## config.mk

```make
export PLATFORM = sky130hd
export DESIGN_NAME = feed_item_field_extractor_flat
export DESIGN_NICKNAME = d
export VERILOG_FILES = /design/src/rtl/core/fie_pkg.sv /design/src/rtl/core/fie_in_if.sv /design/src/rtl/core/fie_out_if.sv /design/src/rtl/core/fie_front.sv /design/src/rtl/core/fie_queue.sv /design/src/rtl/core/fie_back.sv /design/src/rtl/core/feed_item_field_extractor.sv /design/src/flat_wrapper.sv
export SDC_FILE = /design/constraint.sdc
export NUM_CORES = 1
export LEC_CHECK = 0
export ABC_AREA = 1
export BUFFER_PORTS_ARGS = -buffer_cell sky130_fd_sc_hd__buf_2
export CAP_MARGIN = 20
export CORE_ASPECT_RATIO = 0.9
export CORE_MARGIN = 3
export CORE_UTILIZATION = 34
export DETAILED_ROUTE_END_ITERATION = 8
export HOLD_SLACK_MARGIN = 0.12
export PLACE_DENSITY = 0.49
export SLEW_MARGIN = 20
export SYNTH_ARGS = -nofsm -noshare
export SYNTH_HDL_FRONTEND = slang
export SYNTH_SLANG_ARGS = --single-unit
```

## constraint.sdc

```tcl
create_clock -name clk -period 4.5 [get_ports clk]
set_clock_uncertainty 0.15 [all_clocks]
set_input_delay 0.9 -clock clk [delete_from_list [all_inputs] [get_ports clk]]
set_output_delay 0.9 -clock clk [all_outputs]
set_load 0.02 [all_outputs]
```

## src/rtl/core/fie_pkg.sv

```systemverilog
`default_nettype none

package fie_pkg;

    localparam logic [7:0] CH_LT    = 8'h3C;
    localparam logic [7:0] CH_SLASH = 8'h2F;

    // Longest tag text is "<description>", 13 characters
    localparam int unsigned TAG_CHARS = 13;

    typedef enum logic [2:0] {
        TAG_ITEM        = 3'd0,
        TAG_TITLE       = 3'd1,
        TAG_LINK        = 3'd2,
        TAG_DESCRIPTION = 3'd3,
        TAG_PUBDATE     = 3'd4
    } tag_idx_t;

    typedef enum logic [1:0] {
        CMD_OPEN  = 2'd0,
        CMD_CLOSE = 2'd1,
        CMD_LIT   = 2'd2
    } cmd_kind_t;

    // One queued run of output bytes.
    // Literal runs: 1 = byte, 2 = '<' byte, 3 = '<' '/' byte
    typedef struct packed {
        cmd_kind_t   kind;
        tag_idx_t    tag;
        logic [1:0]  lit_count;
        logic [7:0]  lit_byte;
    } cmd_t;

    function automatic logic [3:0] tag_len(tag_idx_t tag);
        logic [3:0] len;
        case (tag)
            TAG_ITEM:        len = 4'd6;
            TAG_TITLE:       len = 4'd7;
            TAG_LINK:        len = 4'd6;
            TAG_DESCRIPTION: len = 4'd13;
            TAG_PUBDATE:     len = 4'd9;
            default:         len = 4'd6;
        endcase
        return len;
    endfunction

    // Tag text, right-justified in a field of TAG_CHARS bytes
    function automatic logic [TAG_CHARS*8-1:0] tag_text(tag_idx_t tag);
        logic [TAG_CHARS*8-1:0] text;
        case (tag)
            TAG_ITEM:        text = {56'h0, "<item>"};
            TAG_TITLE:       text = {48'h0, "<title>"};
            TAG_LINK:        text = {56'h0, "<link>"};
            TAG_DESCRIPTION: text = "<description>";
            TAG_PUBDATE:     text = {32'h0, "<pubDate>"};
            default:         text = {56'h0, "<item>"};
        endcase
        return text;
    endfunction

    function automatic logic [7:0] tag_char(tag_idx_t tag, logic [3:0] pos);
        logic [TAG_CHARS*8-1:0] text;
        logic [3:0]             len;
        logic [3:0]             sh;
        logic [7:0]             ch;
        text = tag_text(tag);
        len  = tag_len(tag);
        sh   = len - 4'd1 - pos;
        if (pos >= len) begin
            ch = 8'h00;
        end
        else begin
            ch = text[{sh, 3'b000} +: 8];
        end
        return ch;
    endfunction

endpackage

`default_nettype wire

```

## src/rtl/core/fie_in_if.sv

```systemverilog
`default_nettype none

interface fie_in_if;
    logic       valid;
    logic       ready;
    logic [7:0] data_byte;
    logic       stream_end;

    modport source (output valid, output data_byte, output stream_end, input ready);
    modport sink   (input valid, input data_byte, input stream_end, output ready);
endinterface

`default_nettype wire

```

## src/rtl/core/fie_out_if.sv

```systemverilog
`default_nettype none

interface fie_out_if;
    logic       valid;
    logic       ready;
    logic [7:0] out_byte;
    logic       last_in_run;

    modport source (output valid, output out_byte, output last_in_run, input ready);
    modport sink   (input valid, input out_byte, input last_in_run, output ready);
endinterface

`default_nettype wire

```

## src/rtl/core/fie_front.sv

```systemverilog
`default_nettype none

module fie_front
(
    input  wire logic   clk,
    input  wire logic   rst_n,
    fie_in_if.sink      feed,
    input  wire logic   full,
    output logic        push,
    output fie_pkg::cmd_t push_cmd
);

    typedef enum logic [8:0] {
        PH_SEEK_ITEM  = 9'b000000001,
        PH_SEEK_TITLE = 9'b000000010,
        PH_COPY_TITLE = 9'b000000100,
        PH_SEEK_LINK  = 9'b000001000,
        PH_COPY_LINK  = 9'b000010000,
        PH_SEEK_DESC  = 9'b000100000,
        PH_COPY_DESC  = 9'b001000000,
        PH_SEEK_DATE  = 9'b010000000,
        PH_COPY_DATE  = 9'b100000000
    } phase_t;

    typedef enum logic [2:0] {
        CS_TEXT     = 3'b001,
        CS_LT       = 3'b010,
        CS_LT_SLASH = 3'b100
    } copy_state_t;

    phase_t             phase_reg, phase_next, phase_adv;
    copy_state_t        copy_reg, copy_next;
    logic [3:0]         match_reg, match_next;
    logic               is_seek;
    fie_pkg::tag_idx_t  cur_tag;
    logic [3:0]         len;
    logic [7:0]         tag_ch;
    logic [7:0]         tag_first;
    logic [7:0]         b;
    logic               accept;
    logic               emit;

    assign feed.ready = !full;
    assign accept     = feed.valid && feed.ready;
    assign b          = feed.data_byte;

    always_comb
    begin
        case (phase_reg)
            PH_SEEK_ITEM:
            begin
                is_seek = 1'b1; cur_tag = fie_pkg::TAG_ITEM; phase_adv = PH_SEEK_TITLE;
            end
            PH_SEEK_TITLE:
            begin
                is_seek = 1'b1; cur_tag = fie_pkg::TAG_TITLE; phase_adv = PH_COPY_TITLE;
            end
            PH_COPY_TITLE:
            begin
                is_seek = 1'b0; cur_tag = fie_pkg::TAG_TITLE; phase_adv = PH_SEEK_LINK;
            end
            PH_SEEK_LINK:
            begin
                is_seek = 1'b1; cur_tag = fie_pkg::TAG_LINK; phase_adv = PH_COPY_LINK;
            end
            PH_COPY_LINK:
            begin
                is_seek = 1'b0; cur_tag = fie_pkg::TAG_LINK; phase_adv = PH_SEEK_DESC;
            end
            PH_SEEK_DESC:
            begin
                is_seek = 1'b1; cur_tag = fie_pkg::TAG_DESCRIPTION; phase_adv = PH_COPY_DESC;
            end
            PH_COPY_DESC:
            begin
                is_seek = 1'b0; cur_tag = fie_pkg::TAG_DESCRIPTION; phase_adv = PH_SEEK_DATE;
            end
            PH_SEEK_DATE:
            begin
                is_seek = 1'b1; cur_tag = fie_pkg::TAG_PUBDATE; phase_adv = PH_COPY_DATE;
            end
            PH_COPY_DATE:
            begin
                is_seek = 1'b0; cur_tag = fie_pkg::TAG_PUBDATE; phase_adv = PH_SEEK_ITEM;
            end
            default:
            begin
                is_seek = 1'b1; cur_tag = fie_pkg::TAG_ITEM; phase_adv = PH_SEEK_TITLE;
            end
        endcase
    end

    assign len       = fie_pkg::tag_len(cur_tag);
    assign tag_ch    = fie_pkg::tag_char(cur_tag, match_reg);
    assign tag_first = fie_pkg::tag_char(cur_tag, 4'd1);

    always_comb
    begin
        phase_next         = phase_reg;
        match_next         = match_reg;
        copy_next          = copy_reg;
        emit               = 1'b0;
        push_cmd.kind      = fie_pkg::CMD_LIT;
        push_cmd.tag       = cur_tag;
        push_cmd.lit_count = 2'd1;
        push_cmd.lit_byte  = b;

        if (is_seek)
        begin
            copy_next = CS_TEXT;
            if (match_reg == 4'd0 || match_reg >= len)
            begin
                match_next = (b == fie_pkg::CH_LT) ? 4'd1 : 4'd0;
            end
            else if (b == tag_ch)
            begin
                if (match_reg + 4'd1 == len)
                begin
                    emit          = 1'b1;
                    push_cmd.kind = fie_pkg::CMD_OPEN;
                    match_next    = 4'd0;
                    phase_next    = phase_adv;
                end
                else
                begin
                    match_next = match_reg + 4'd1;
                end
            end
            else
            begin
                // Broken match: a new '<' starts over as the first character
                match_next = (b == fie_pkg::CH_LT) ? 4'd1 : 4'd0;
            end
        end
        else
        begin
            match_next = 4'd0;
            case (copy_reg)
                CS_TEXT:
                begin
                    if (b == fie_pkg::CH_LT)
                    begin
                        copy_next = CS_LT;
                    end
                    else
                    begin
                        emit = 1'b1;
                    end
                end
                CS_LT:
                begin
                    if (b == fie_pkg::CH_SLASH)
                    begin
                        copy_next = CS_LT_SLASH;
                    end
                    else if (b == fie_pkg::CH_LT)
                    begin
                        // Release the older '<', keep the new one pending
                        emit = 1'b1;
                    end
                    else
                    begin
                        emit               = 1'b1;
                        push_cmd.lit_count = 2'd2;
                        copy_next          = CS_TEXT;
                    end
                end
                CS_LT_SLASH:
                begin
                    emit      = 1'b1;
                    copy_next = CS_TEXT;
                    if (b == tag_first)
                    begin
                        push_cmd.kind = fie_pkg::CMD_CLOSE;
                        phase_next    = phase_adv;
                    end
                    else
                    begin
                        push_cmd.lit_count = 2'd3;
                    end
                end
                default:
                begin
                    copy_next = CS_TEXT;
                end
            endcase
        end

        if (feed.stream_end)
        begin
            phase_next = PH_SEEK_ITEM;
            match_next = 4'd0;
            copy_next  = CS_TEXT;
            emit       = 1'b0;
        end
    end

    assign push = accept && emit;

    always_ff @(posedge clk or negedge rst_n)
    begin
        if (!rst_n)
        begin
            phase_reg <= PH_SEEK_ITEM;
            match_reg <= 4'd0;
            copy_reg  <= CS_TEXT;
        end
        else if (accept)
        begin
            phase_reg <= phase_next;
            match_reg <= match_next;
            copy_reg  <= copy_next;
        end
    end

    a_copy_no_match: assert property (@(posedge clk) disable iff (!rst_n)
        !is_seek |-> match_reg == 4'd0)
        else $error("match position left over in a copy phase");

    a_seek_plain_text: assert property (@(posedge clk) disable iff (!rst_n)
        is_seek |-> copy_reg == CS_TEXT)
        else $error("copy substate pending in a seek phase");

endmodule

`default_nettype wire

```

## src/rtl/core/fie_queue.sv

```systemverilog
`default_nettype none

module fie_queue
#(
    parameter int unsigned DEPTH = 4
)
(
    input  wire logic           clk,
    input  wire logic           rst_n,
    input  wire logic           push,
    input  wire fie_pkg::cmd_t  push_cmd,
    output logic                full,
    input  wire logic           pop,
    output fie_pkg::cmd_t       head_cmd,
    output logic                empty
);

    localparam int unsigned AW = (DEPTH > 1) ? $clog2(DEPTH) : 1;
    localparam int unsigned CW = $clog2(DEPTH + 1);

    fie_pkg::cmd_t  entry_reg [DEPTH];
    logic [AW-1:0]  wr_ptr_reg, wr_ptr_next;
    logic [AW-1:0]  rd_ptr_reg, rd_ptr_next;
    logic [CW-1:0]  count_reg, count_next;

    assign full     = (count_reg == CW'(DEPTH));
    assign empty    = (count_reg == '0);
    assign head_cmd = entry_reg[rd_ptr_reg];

    always_comb
    begin
        wr_ptr_next = wr_ptr_reg;
        rd_ptr_next = rd_ptr_reg;
        count_next  = count_reg;
        if (push)
        begin
            wr_ptr_next = (wr_ptr_reg == AW'(DEPTH - 1)) ? '0 : wr_ptr_reg + 1'b1;
        end
        if (pop)
        begin
            rd_ptr_next = (rd_ptr_reg == AW'(DEPTH - 1)) ? '0 : rd_ptr_reg + 1'b1;
        end
        if (push && !pop)
        begin
            count_next = count_reg + 1'b1;
        end
        else if (pop && !push)
        begin
            count_next = count_reg - 1'b1;
        end
    end

    always_ff @(posedge clk or negedge rst_n)
    begin
        if (!rst_n)
        begin
            wr_ptr_reg <= '0;
            rd_ptr_reg <= '0;
            count_reg  <= '0;
        end
        else
        begin
            wr_ptr_reg <= wr_ptr_next;
            rd_ptr_reg <= rd_ptr_next;
            count_reg  <= count_next;
        end
    end

    always_ff @(posedge clk)
    begin
        if (push)
        begin
            entry_reg[wr_ptr_reg] <= push_cmd;
        end
    end

    a_no_overflow: assert property (@(posedge clk) disable iff (!rst_n)
        full |-> !push)
        else $error("push into a full queue");

    a_no_underflow: assert property (@(posedge clk) disable iff (!rst_n)
        empty |-> !pop)
        else $error("pop from an empty queue");

endmodule

`default_nettype wire

```

## src/rtl/core/fie_back.sv

```systemverilog
`default_nettype none

module fie_back
(
    input  wire logic           clk,
    input  wire logic           rst_n,
    input  wire fie_pkg::cmd_t  head_cmd,
    input  wire logic           empty,
    output logic                pop,
    fie_out_if.source           extract
);

    logic [3:0] pos_reg, pos_next;
    logic       out_valid_reg;
    logic [7:0] out_byte_reg;
    logic       out_last_reg;
    logic [3:0] tlen;
    logic [3:0] run_len;
    logic [7:0] cur_byte;
    logic       cur_last;
    logic       step;

    assign tlen = fie_pkg::tag_len(head_cmd.tag);

    always_comb
    begin
        case (head_cmd.kind)
            fie_pkg::CMD_OPEN:
            begin
                run_len  = tlen;
                cur_byte = fie_pkg::tag_char(head_cmd.tag, pos_reg);
            end
            fie_pkg::CMD_CLOSE:
            begin
                run_len = tlen + 4'd1;
                if (pos_reg == 4'd0)
                begin
                    cur_byte = fie_pkg::CH_LT;
                end
                else if (pos_reg == 4'd1)
                begin
                    cur_byte = fie_pkg::CH_SLASH;
                end
                else
                begin
                    cur_byte = fie_pkg::tag_char(head_cmd.tag, pos_reg - 4'd1);
                end
            end
            default:
            begin
                run_len = {2'b00, head_cmd.lit_count};
                if (pos_reg == run_len - 4'd1)
                begin
                    cur_byte = head_cmd.lit_byte;
                end
                else if (pos_reg == 4'd0)
                begin
                    cur_byte = fie_pkg::CH_LT;
                end
                else
                begin
                    cur_byte = fie_pkg::CH_SLASH;
                end
            end
        endcase
    end

    assign cur_last = (pos_reg == run_len - 4'd1);
    // Advance whenever the queue holds a command and the output register is free or being drained
    assign step     = !empty && (!out_valid_reg || extract.ready);
    assign pop      = step && cur_last;
    assign pos_next = cur_last ? 4'd0 : pos_reg + 4'd1;

    always_ff @(posedge clk or negedge rst_n)
    begin
        if (!rst_n)
        begin
            pos_reg       <= 4'd0;
            out_valid_reg <= 1'b0;
        end
        else
        begin
            if (step)
            begin
                pos_reg       <= pos_next;
                out_valid_reg <= 1'b1;
            end
            else if (extract.ready)
            begin
                out_valid_reg <= 1'b0;
            end
        end
    end

    always_ff @(posedge clk)
    begin
        if (step)
        begin
            out_byte_reg <= cur_byte;
            out_last_reg <= cur_last;
        end
    end

    assign extract.valid       = out_valid_reg;
    assign extract.out_byte    = out_byte_reg;
    assign extract.last_in_run = out_last_reg;

    a_idle_pos_zero: assert property (@(posedge clk) disable iff (!rst_n)
        empty |-> pos_reg == 4'd0)
        else $error("run position not cleared while queue is empty");

    a_pop_marks_last: assert property (@(posedge clk) disable iff (!rst_n)
        pop |=> out_valid_reg && out_last_reg)
        else $error("finished run did not end with a last byte");

endmodule

`default_nettype wire

```

## src/rtl/core/feed_item_field_extractor.sv

```systemverilog
// The first output byte of a run passes through the command queue and then the output register.
// Throughput: one input byte per cycle while the queue is not full; the output side emits one byte per
// cycle while the sink is ready, so a tag run of up to 14 bytes holds the back end, absorbed by the queue.
// Input stalls only while the command queue (QUEUE_DEPTH entries) is full.
// Reset (rst_n low, asynchronous): seek <item>, no match, plain text, queue and output empty.
`default_nettype none

module feed_item_field_extractor
#(
    parameter int unsigned QUEUE_DEPTH = 4
)
(
    input  wire logic   clk,
    input  wire logic   rst_n,
    fie_in_if.sink      feed,
    fie_out_if.source   extract
);

    logic           push;
    fie_pkg::cmd_t  push_cmd;
    logic           full;
    logic           pop;
    fie_pkg::cmd_t  head_cmd;
    logic           empty;

    fie_front u_front
    (
        .clk      (clk),
        .rst_n    (rst_n),
        .feed     (feed),
        .full     (full),
        .push     (push),
        .push_cmd (push_cmd)
    );

    fie_queue
    #(
        .DEPTH (QUEUE_DEPTH)
    )
    u_queue
    (
        .clk      (clk),
        .rst_n    (rst_n),
        .push     (push),
        .push_cmd (push_cmd),
        .full     (full),
        .pop      (pop),
        .head_cmd (head_cmd),
        .empty    (empty)
    );

    fie_back u_back
    (
        .clk      (clk),
        .rst_n    (rst_n),
        .head_cmd (head_cmd),
        .empty    (empty),
        .pop      (pop),
        .extract  (extract)
    );

endmodule

`default_nettype wire
```

## src/flat_wrapper.sv

```systemverilog
// flat-port wrapper written by rule: the top's interface ports become plain ports
module feed_item_field_extractor_flat 
#(
    parameter int unsigned QUEUE_DEPTH = 4
)
  (clk, rst_n, feed_valid, feed_data_byte, feed_stream_end, feed_ready, extract_valid, extract_out_byte, extract_last_in_run, extract_ready);
  fie_in_if feed_i ();
  fie_out_if extract_i ();
  input  wire logic clk;
  input  wire logic rst_n;
  input wire logic [$bits(feed_i.valid)-1:0] feed_valid;
  input wire logic [$bits(feed_i.data_byte)-1:0] feed_data_byte;
  input wire logic [$bits(feed_i.stream_end)-1:0] feed_stream_end;
  output wire logic [$bits(feed_i.ready)-1:0] feed_ready;
  output wire logic [$bits(extract_i.valid)-1:0] extract_valid;
  output wire logic [$bits(extract_i.out_byte)-1:0] extract_out_byte;
  output wire logic [$bits(extract_i.last_in_run)-1:0] extract_last_in_run;
  input wire logic [$bits(extract_i.ready)-1:0] extract_ready;
  assign feed_i.valid = feed_valid;
  assign feed_i.data_byte = feed_data_byte;
  assign feed_i.stream_end = feed_stream_end;
  assign feed_ready = feed_i.ready;
  assign extract_valid = extract_i.valid;
  assign extract_out_byte = extract_i.out_byte;
  assign extract_last_in_run = extract_i.last_in_run;
  assign extract_i.ready = extract_ready;
  feed_item_field_extractor #(.QUEUE_DEPTH(QUEUE_DEPTH)) u_core (.clk(clk), .rst_n(rst_n), .feed(feed_i), .extract(extract_i));
endmodule
```

==> results.cfg, run 1 <==
[run_status]
status = finished clean

[final_layout]
multi_input_area_mm2 = 0.00394
fin_util_pct = 41.7
layout.nets = 1044
final_area_mm2 = 0.00844
antenna_cells = 0
regArea_mm2 = 0.00278
largest_reg_flops = 60
syn2layout_area_growth_pct = 19.2
instances_no_fill = 1255
drive_gt1_share_pct = 19.7
fillers = 2084

[drt]
antenna_left = 0
drc = 0
vias = 6498
via_per_inst = 5.18
post_drt_wl_per_cell_um = 16.2
first_pass_iters = 5
finalWirelength_um = 20300
drtIter0Drc = 488

[worst_hold_path]
holdCritStartpoint = u_core.u_front.phase_reg[0]
min_path_type = reg -> reg
holdPathStages = 2
holdPathEnd = u_core.u_front.phase_reg[0]

[logic_synthesis]
syn_nets = 963
synth-edff-count = 69
synthFlopType = edfxtp_1
syn_inst = 914
async_flop_share_pct = 28.9
yosys_warnings = 0
synth_cell_types = 56
yosysSeqAreaShare_pct = 39.2
ys_ff_latch = 97
syn_area_per_cell_um2 = 7.75
synthesis.area_mm2 = 0.00708

[floorplanning]
dieArea_mm2 = 0.0226
dieWidth_um = 158
fp.coreArea_mm2 = 0.0202
ioPinCount = 24
rows = 49
die_h_um = 143
start_util_pct = 35.0

[sta]
layout_setup_ws_ps = 88.4
tightest_slew_ps = 805
finalCritPeriodShare_pct = 98.0
hold_viol = 0
fmax_ghz = 0.227
post-route-min-period_ps = 4410
slew_viol_final = 0
relSlewSlack_pct = 46.3
grt_setup_unrepaired = true
setup_violations = 0

[clocking]
root_buffer = clkbuf_16
path_clk_slew_ps = 80
cts_tree = built
cts_hold_buf = 0
cts_max_path_buffers = 2
clkSinkCount = 97
numCtsBuffers = 9
clock_latency_ps = 350
ctsHtreeMaxLevel = 3

[setup_path]
r2r_cells = 30
slowest_delay_ps = 600
worstSetupPathType = reg -> reg
cp.arrival_ps = 4500
r2r-start = u_core.u_front.phase_reg[0]
cp_max_fo = 4
critPathLaunchType = flip-flop
slowest_stage = fa_2
end_kind = flip-flop
r2r_slack_ps = 90
crit_required_ps = 4590
worstReg2RegEnd = u_core.u_queue.count_reg[2]

[grt]
overflow = 0
antenna_found_initial = 0
first_global_vias = 5985
grt_max_degree = 29
grt_first_pass_wirelength_um = 32500
grt_usage_pct = 18.2

[placed_design]
port_buffers = 23
gp_congestion = 0.944
placed_cell_area_mm2 = 0.00787
post-place-ws_ps = -57.2
dp_hpwl_um = 15200
dp.cells = 1222

[job]
maxCapViolCount = 0
[repair_timing]
action	in CTS	in global routing
endpoints found under the setup margin	1	65
pin swaps	13	20
buffers inserted	7	9
cloned	0	1
hold endpoints to repair	0	0
resized for setup	12	34
[routing by layer]
| metal | part of all wire (%) | up-vias | global-route usage [%] | wire length [µm] |
|---|---|---|---|---|
| li1 | - | 3242 | - | - |
| met1 | 51 | 3029 | 28.2 | 10400 |
| met2 | 41 | 212 | 25.6 | 8370 |
| met3 | 7.0 | 15 | 4.64 | 1420 |
| met4 | 0.90 | 0 | 3.26 | 184 |
| met5 | 0 | - | 0 | 0 |
[cell usage in the layout, fill, tap and decap left out, types with 4 or more instances in the layout]
cell	count
ha_1	29
a31oi_1	4
nor2_2	14
nand4_1	15
edfxtp_1	69
o221ai_1	6
nand2_2	10
xnor2_1	5
inv_2	14
clkbuf_16	9
nand2_4	11
nand3_1	80
o21ai_0	51
nand2_1	198
o211ai_1	8
dfrtp_1	25
inv_1	99
a21oi_1	44
nor3_1	5
nor2_1	104
a21oi_2	4
nor2_4	10
o22ai_1	12
a211oi_1	4
xor2_1	18
o31ai_1	6
buf_2	23
buf_4	62
[cells by family (layout without fill, tap and decap cells)]
kind of cell / after synthesis / in the layout / synth area share, %
flops: 97 / 97 / 39.2
buf+inv: 137 / 223 / 7.42
simple gates: 458 / 458 / 29.1
xor+xnor: 24 / 24 / 3.07
fa+ha+maj: 36 / 36 / 6.78
compound gates: 162 / 162 / 14.4
[stage by stage]
stage	TNS [ps]	hold WS [ps]
global route	-351	383
CTS	0	341
detailed placement	-57.2	330
finish	0	360
floorplan	-3590	306
global placement	0	324
[worst max-delay path: cells and delay by family, from the launching register on]
kind                       cells  cell delay [ps]
AOI/OAI and AO/OA              3              380
buffers and inverters          6              380
and+or+nand+nor               16             1420
DFF                            1              570
xor gates and xnor gates       1              150
adders and majority gates      4             1230
[cells in the mapped netlist, types with 4 or more instances]
cell type / n / area, µm²
edfxtp_1: 69 / 2070
xnor2_1: 5 / 43.8
nor3_1: 5 / 25.0
o31ai_1: 6 / 45.0
o21ai_0: 52 / 260
nand4_1: 15 / 93.8
xor2_1: 18 / 158
nand2_4: 9 / 101
ha_1: 32 / 400
nand2_2: 8 / 50.1
nor2_4: 4 / 45.0
clkbuf_1: 15 / 56.3
o211ai_1: 8 / 60.1
nand3_1: 80 / 400
a211oi_1: 4 / 30.0
inv_1: 105 / 394
inv_2: 9 / 33.8
nand2_1: 202 / 758
nor2_1: 118 / 443
nor2_2: 6 / 37.5
a31oi_1: 5 / 31.3
fa_1: 4 / 80.1
o22ai_1: 12 / 75.1
o221ai_1: 6 / 52.6
dfrtp_1: 26 / 651
a21oi_1: 47 / 235
[layout make-up]
class	count	share of cell area [%]
sequential	97	32.9
inverter	117	5.31
tap	255	3.78
clock buffer	9	2.67
clock inverter	7	0.964
timing repair buffer	90	7.75
multi-input combinational	680	46.6
[how the worst max path moves through the flow]
stage	cells after the start	slack, ps	start	to
after floorplan	27	-60	u_core.u_front.phase_reg[0]	u_core.u_queue.entry_reg[0][0]
after global placement	30	40	u_core.u_front.phase_reg[0]	u_core.u_queue.count_reg[2]
after detailed placement	30	-60	u_core.u_front.phase_reg[6]	u_core.u_queue.count_reg[2]
after CTS	33	2	u_core.u_front.phase_reg[0]	u_core.u_queue.count_reg[2]
after global routing	33	-170	u_core.u_front.phase_reg[0]	u_core.u_queue.count_reg[2]
final	30	90	u_core.u_front.phase_reg[0]	u_core.u_queue.count_reg[2]
Power of run 1 is not shown: default switching activity piles up to over one toggle a cycle in this logic, so the estimate is an artifact.
==> run 2, diff against run 1 <==
--- a/config.mk
+++ b/config.mk
@@ -17,4 +17,5 @@
 export SLEW_MARGIN = 20
 export SYNTH_ARGS = -nofsm -noshare
 export SYNTH_HDL_FRONTEND = slang
+export SYNTH_HIERARCHICAL = 1
 export SYNTH_SLANG_ARGS = --single-unit
==> run 2 against run 1 <==
Compared with the run above: sequential share of layout area shrank 3.1 points; largest cell class unchanged; critical endpoint is now u_core/u_queue/entry_reg[3][8]; register-to-register slack lost 180 ps; via count grew 8.1%; highest routed layer unchanged; the flow now finishes with violations (negative setup slack); worst setup slack lost 180 ps; routed wire length grew 4.3%; die area grew 9.2%; utilization grew 0.53 points; global-route usage shrank 0.35 points; final cell count grew 15%.
==> results.cfg, run 2 <==
[run_status]
status = finished, violations left
violations = negative setup slack

[floorplanning]
dieArea_mm2 = 0.0247
dieWidth_um = 165
fp.coreArea_mm2 = 0.0220
start_util_pct = 35.2
die_h_um = 149
rows = 51
ioPinCount = 24

[grt]
grt_max_degree = 36
use_met3_pct = 2.08
antenna_found_initial = 0
overflow = 0
groute.layer.met2.usage_pct = 30.0
first_global_vias = 6775
grt_usage_pct = 17.8
grt_use_met1_pct = 24.5
busiest_layer = met2
grt_first_pass_wirelength_um = 35000

[setup_path]
crit_required_ps = 4420
r2r-start = u_core/u_front/phase_reg[0]
worstSetupPathType = reg -> reg
cp-startpoint = u_core/u_front/phase_reg[0]
end_kind = flip-flop
cp_max_fo = 8
cp.arrival_ps = 4510
r2r_slack_ps = -90
r2r_cells = 27
critPathLaunchType = flip-flop

[sta]
hold_viol = 0
slew_viol_final = 0
setup_violations = 62
post-route-min-period_ps = 4590
tightest_slew_ps = 640
relSlewSlack_pct = 56.9
grt_setup_unrepaired = true
layout_setup_ws_ps = -94.5
finalCritPeriodShare_pct = 102
fmax_ghz = 0.218

[drt]
first_pass_iters = 7
post_drt_wl_per_cell_um = 14.7
drtIter0Drc = 421
via_per_inst = 4.85
finalWirelength_um = 21200
vias = 7022
antenna_left = 0
drc = 0

[final_layout]
mostFrequentLayoutCell = nand2_1
syn2layout_area_growth_pct = 19.9
layout.nets = 1201
fin_util_pct = 42.3
drive_gt1_share_pct = 23.0
final_cell_mix = nand2_1 (292), inv_1 (144), buf_4 (94), nand3_1 (93), nor2_1 (90)
antenna_cells = 0
regArea_mm2 = 0.00278
final_area_mm2 = 0.00930
multi_input_area_mm2 = 0.00425
largest_reg_flops = 60
fillers = 2266

[worst_hold_path]
holdCritStartpoint = u_core/u_back/extract.valid
holdPathStages = 2
min_path_type = reg -> reg

[logic_synthesis]
syn_nets = 1094
muxShareOfSynthArea_pct = 0
yosysSeqAreaShare_pct = 35.8
ys_ff_latch = 97
syn_inst = 1044
synth_top_family_by_area = simple AND/OR/NAND/NOR gates
synth_xor_area_share_pct = 1.87
yosys_warnings = 6
synth_area_leaders = edfxtp_1 (27%), nand2_1 (15%), dfrtp_1 (8.4%)
synth_compound_area_share_pct = 9.35
synth.largest_area_cell = edfxtp_1
synth-edff-count = 69
async_flop_share_pct = 28.9
synth_cell_types = 53
synth-simple-area-share_pct = 35.2
syn_area_per_cell_um2 = 7.43
synthesis.area_mm2 = 0.00776
synth_adder_area_share_pct = 6.35
synth_commonest_cells = nand2_1 (302), inv_1 (149), nand3_1 (100), nor2_1 (96), edfxtp_1 (69)
synth.most_common_cell = nand2_1
synth_top_area_share_pct = 26.7
synthFlopType = edfxtp_1

[placed_design]
gp_congestion = 0.913
port_buffers = 23
post-place-ws_ps = -163
dp_hpwl_um = 16100
placed_cell_area_mm2 = 0.00874

[clocking]
path_clk_slew_ps = 80
cts_max_path_buffers = 2
numCtsBuffers = 9
clkSinkCount = 97
clock_latency_ps = 350
cts_hold_buf = 0
ctsHtreeMaxLevel = 3
root_buffer = clkbuf_16
cts_tree = built

[job]
maxCapViolCount = 0
-- run 2: changes by cell type after synthesis, moves of 12 or more --
cell	change
o211ai_1	+20
inv_1	+44
o21ai_0	-31
nand2_1	+100
nand3_1	+20
nor2_1	-22
clkbuf_1	-12
buf_6	+12
a21oi_1	-19
-- run 2: critical path, cell delays in order, from the launching register on --
cell and delay, ps:
dfstp_2 560, nor2_4 40, nand2_4 70, clkinv_4 70, nand4_1 90, nand2_1 90
nor2_2 130, nand3_2 120, ha_4 190, fa_2 630, nand2_2 100, buf_4 150
inv_1 70, nand3_1 90, nand2_1 80, nand3_1 110, nand3_1 130, nand3_2 110
nor2_2 120, nand2_2 70, nor2_4 120, nand4_1 200, a21oi_4 240, buf_4 130
buf_6 100, nand2_1 80, inv_4 110, clkbuf_16 170
-- run 2: final timing paths --
kind,endpoint
setup / recovery,u_core/u_queue/entry_reg[3][8]
max in group asynchronous,u_core/u_back/pos_reg[2]
min in group asynchronous,u_core/u_front/phase_reg[7]
setup reg to reg,u_core/u_queue/entry_reg[3][8]
hold / removal,u_core/u_back/extract.valid
hold reg to reg,u_core/u_back/extract.valid
-- run 2: per-layer routing --
metal | up-vias | part of all wire (%)
met4 | 0 | 1.6
li1 | 3610 | -
met5 | - | 0
met3 | 19 | 2.8
met2 | 128 | 48
met1 | 3265 | 48
-- run 2: cell families (layout without fill, tap and decap cells) --
| kind of cell | after synthesis | in the layout |
|---|---|---|
| AOI/OAI and AO/OA | 112 | 112 |
| xor gates and xnor gates | 14 | 14 |
| adders and majority gates | 37 | 37 |
| buffers and inverters | 197 | 309 |
| DFF | 97 | 97 |
| and+or+nand+nor | 587 | 587 |
-- run 2: cell type report --
type / instances / share of cell area [%]
multi-input combinational: 750 / 45.7
sequential: 97 / 29.8
timing repair buffer: 125 / 10.3
inverter: 168 / 7.02
tap: 291 / 3.91
clock buffer: 9 / 2.42
clock inverter: 7 / 0.821
-- run 2: stage by stage --
step / setup TNS [ps] / cells / hold slack (ps)
after floorplan: 0 / 1044 / 313
after global placement: -93.7 / 1414 / 330
after detailed placement: -293 / 1414 / 342
after CTS: -64.9 / 1439 / 358
after global routing: -22130 / 1447 / 388
final: -3150 / 1447 / 352
-- run 2: what timing repair did --
| action | in CTS | in global routing |
|---|---|---|
| cloned | 0 | 1 |
| pin swaps | 21 | 16 |
| endpoints found under the setup margin | 31 | 66 |
| resized for setup | 20 | 17 |
| buffers inserted | 9 | 7 |
Power of run 2 is left out for the same reason.
==> run 3, diff against run 2 <==
--- a/config.mk
+++ b/config.mk
@@ -6,14 +6,14 @@
 export NUM_CORES = 1
 export LEC_CHECK = 0
 export ABC_AREA = 1
-export BUFFER_PORTS_ARGS = -buffer_cell sky130_fd_sc_hd__buf_2
 export CAP_MARGIN = 20
 export CORE_ASPECT_RATIO = 0.9
 export CORE_MARGIN = 3
 export CORE_UTILIZATION = 34
 export DETAILED_ROUTE_END_ITERATION = 8
+export DONT_BUFFER_PORTS = 1
 export HOLD_SLACK_MARGIN = 0.12
-export PLACE_DENSITY = 0.49
+export PLACE_DENSITY = 0.48
 export SLEW_MARGIN = 20
 export SYNTH_ARGS = -nofsm -noshare
 export SYNTH_HDL_FRONTEND = slang
==> run 3 against run 2 <==
Compared with the run above: the flow still finishes with violations (negative setup slack); register-to-register slack barely moved; via count fell by 1.8%; sequential share of layout area rose by 0.12 points; die area did not move; worst setup slack got worse by 9.3 ps; critical path depth rose by 3; fmax fell by 0.20%; hold slack got worse by 160 ps; final cell count fell by 0.76%; sequential cell count did not move; global-route usage rose by 0.094 points; final area fell by 0.42%.
==> results.cfg, run 3 (same netlist as run 2, synthesis figures left out) <==
[floorplanning]
fp.coreArea_mm2 = 0.0220
ioPinCount = 24
rows = 51
dieWidth_um = 165
dieArea_mm2 = 0.0247
start_util_pct = 35.2
die_h_um = 149

[setup_path]
slowest_delay_ps = 580
cp-startpoint = u_core/u_front/phase_reg[0]
crit_cells = 30
worstSetupPathType = reg -> reg
crit_required_ps = 4610
path_common_cell = nand2_1
r2r_cells = 30
end_kind = flip-flop
slowest_stage = fa_2
cp_max_fo = 6
path_buf_inv = 6
critPathLaunchType = flip-flop
critPathTopFamily = simple AND/OR/NAND/NOR gates
cp.arrival_ps = 4710
r2r-start = u_core/u_front/phase_reg[0]
r2r_slack_ps = -100

[sta]
relSlewSlack_pct = 59.7
tightest_slew_ps = 599
setup_violations = 62
hold_viol = 0
tns_ps = -2140
finalCritPeriodShare_pct = 102
holdWs_ps = 188
grt_setup_unrepaired = true
post-route-min-period_ps = 4600
slew_viol_final = 0
fmax_ghz = 0.217
layout_setup_ws_ps = -104

[clocking]
numCtsBuffers = 9
cts_tree = built
clock_latency_ps = 360
path_clk_slew_ps = 90
root_buffer = clkbuf_16
cts_max_path_buffers = 2
clkSinkCount = 97
ctsHtreeMaxLevel = 3

[grt]
grt_usage_pct = 17.9
grt_first_pass_wirelength_um = 34900
first_global_vias = 6642
grt_max_degree = 27
antenna_found_initial = 0
overflow = 0

[placed_design]
dp.cells = 1387
dp_hpwl_um = 16000
gp_congestion = 0.937
port_buffers = 0

[drt]
first_pass_iters = 5
via_per_inst = 4.80
drc = 0
vias = 6896
finalWirelength_um = 21300
drtIter0Drc = 612
antenna_left = 0
post_drt_wl_per_cell_um = 14.8

[final_layout]
largest_reg_flops = 60
instances_no_fill = 1436
fillers = 2261
antenna_cells = 0
layout.nets = 1190
syn2layout_area_growth_pct = 19.4
mostFrequentLayoutCell = nand2_1
final_cell_mix = nand2_1 (296), inv_1 (142), buf_4 (108), nand3_1 (96), nor2_1 (91)
drive_gt1_share_pct = 21.7

[run_status]
violations = negative setup slack
status = finished, violations left

[worst_hold_path]
min_path_type = in -> async

[job]
maxCapViolCount = 0
==> run 3: final cells by class <==
cell class,instances,area (µm²),area share [%]
Clock buffer,9,225,2.43
Clock inverter,7,96.3,1.04
Inverter,168,651,7.02
Multi-Input combinational cell,750,4230,45.7
Sequential cell,97,2780,30.0
Tap cell,291,364,3.93
Timing Repair Buffer,114,922,9.96
==> run 3: worst register-to-register path: cells and delay by family, from the launching register on <==
kind	cells	cell delay, ps
flip-flops	1	550
buffers and inverters	6	490
AO/OA/AOI/OAI	1	260
AND/OR/NAND/NOR	19	1790
adder cells (fa/ha/maj)	4	1270
==> run 3: path summary, 6_finish.rpt <==
path                                               end
min in group clk            u_core/u_front/copy_reg[0]
hold reg to reg             u_core/u_front/copy_reg[0]
setup / recovery           u_core/u_queue/count_reg[2]
max in group asynchronous     u_core/u_back/pos_reg[2]
hold / removal             u_core/u_front/phase_reg[4]
setup reg to reg           u_core/u_queue/count_reg[2]
==> run 3: stage by stage <==
| step | util (%) | cell area [µm²] | worst slack [ps] |
|---|---|---|---|
| after global routing | 42.1 | 9260 | -375 |
| after floorplan | - | 7820 | 1.91 |
| final | 42.1 | 9260 | -104 |
| after CTS | 41.8 | 9190 | -73.4 |
| after detailed placement | 39.0 | 8600 | -125 |
| after global placement | 39.0 | 8600 | -57.3 |
==> run 3: timing repair <==
item,4_1_cts,5_1_grt
setup buffers,30,7
pin swaps,10,17
gates resized for setup,11,15
endpoints found under the hold margin,26,0
setup endpoints to repair,2,64
hold buffers,1,0
==> run 3: metal layers <==
| layer | global-route usage [%] | wire, µm | vias up |
|---|---|---|---|
| met5 | 0 | 0 | - |
| met4 | 5.16 | 410 | 0 |
| met3 | 2.67 | 602 | 21 |
| met2 | 30.5 | 10200 | 110 |
| met1 | 23.6 | 10100 | 3174 |
| li1 | - | - | 3591 |
Power of run 3 is left out for the same reason.
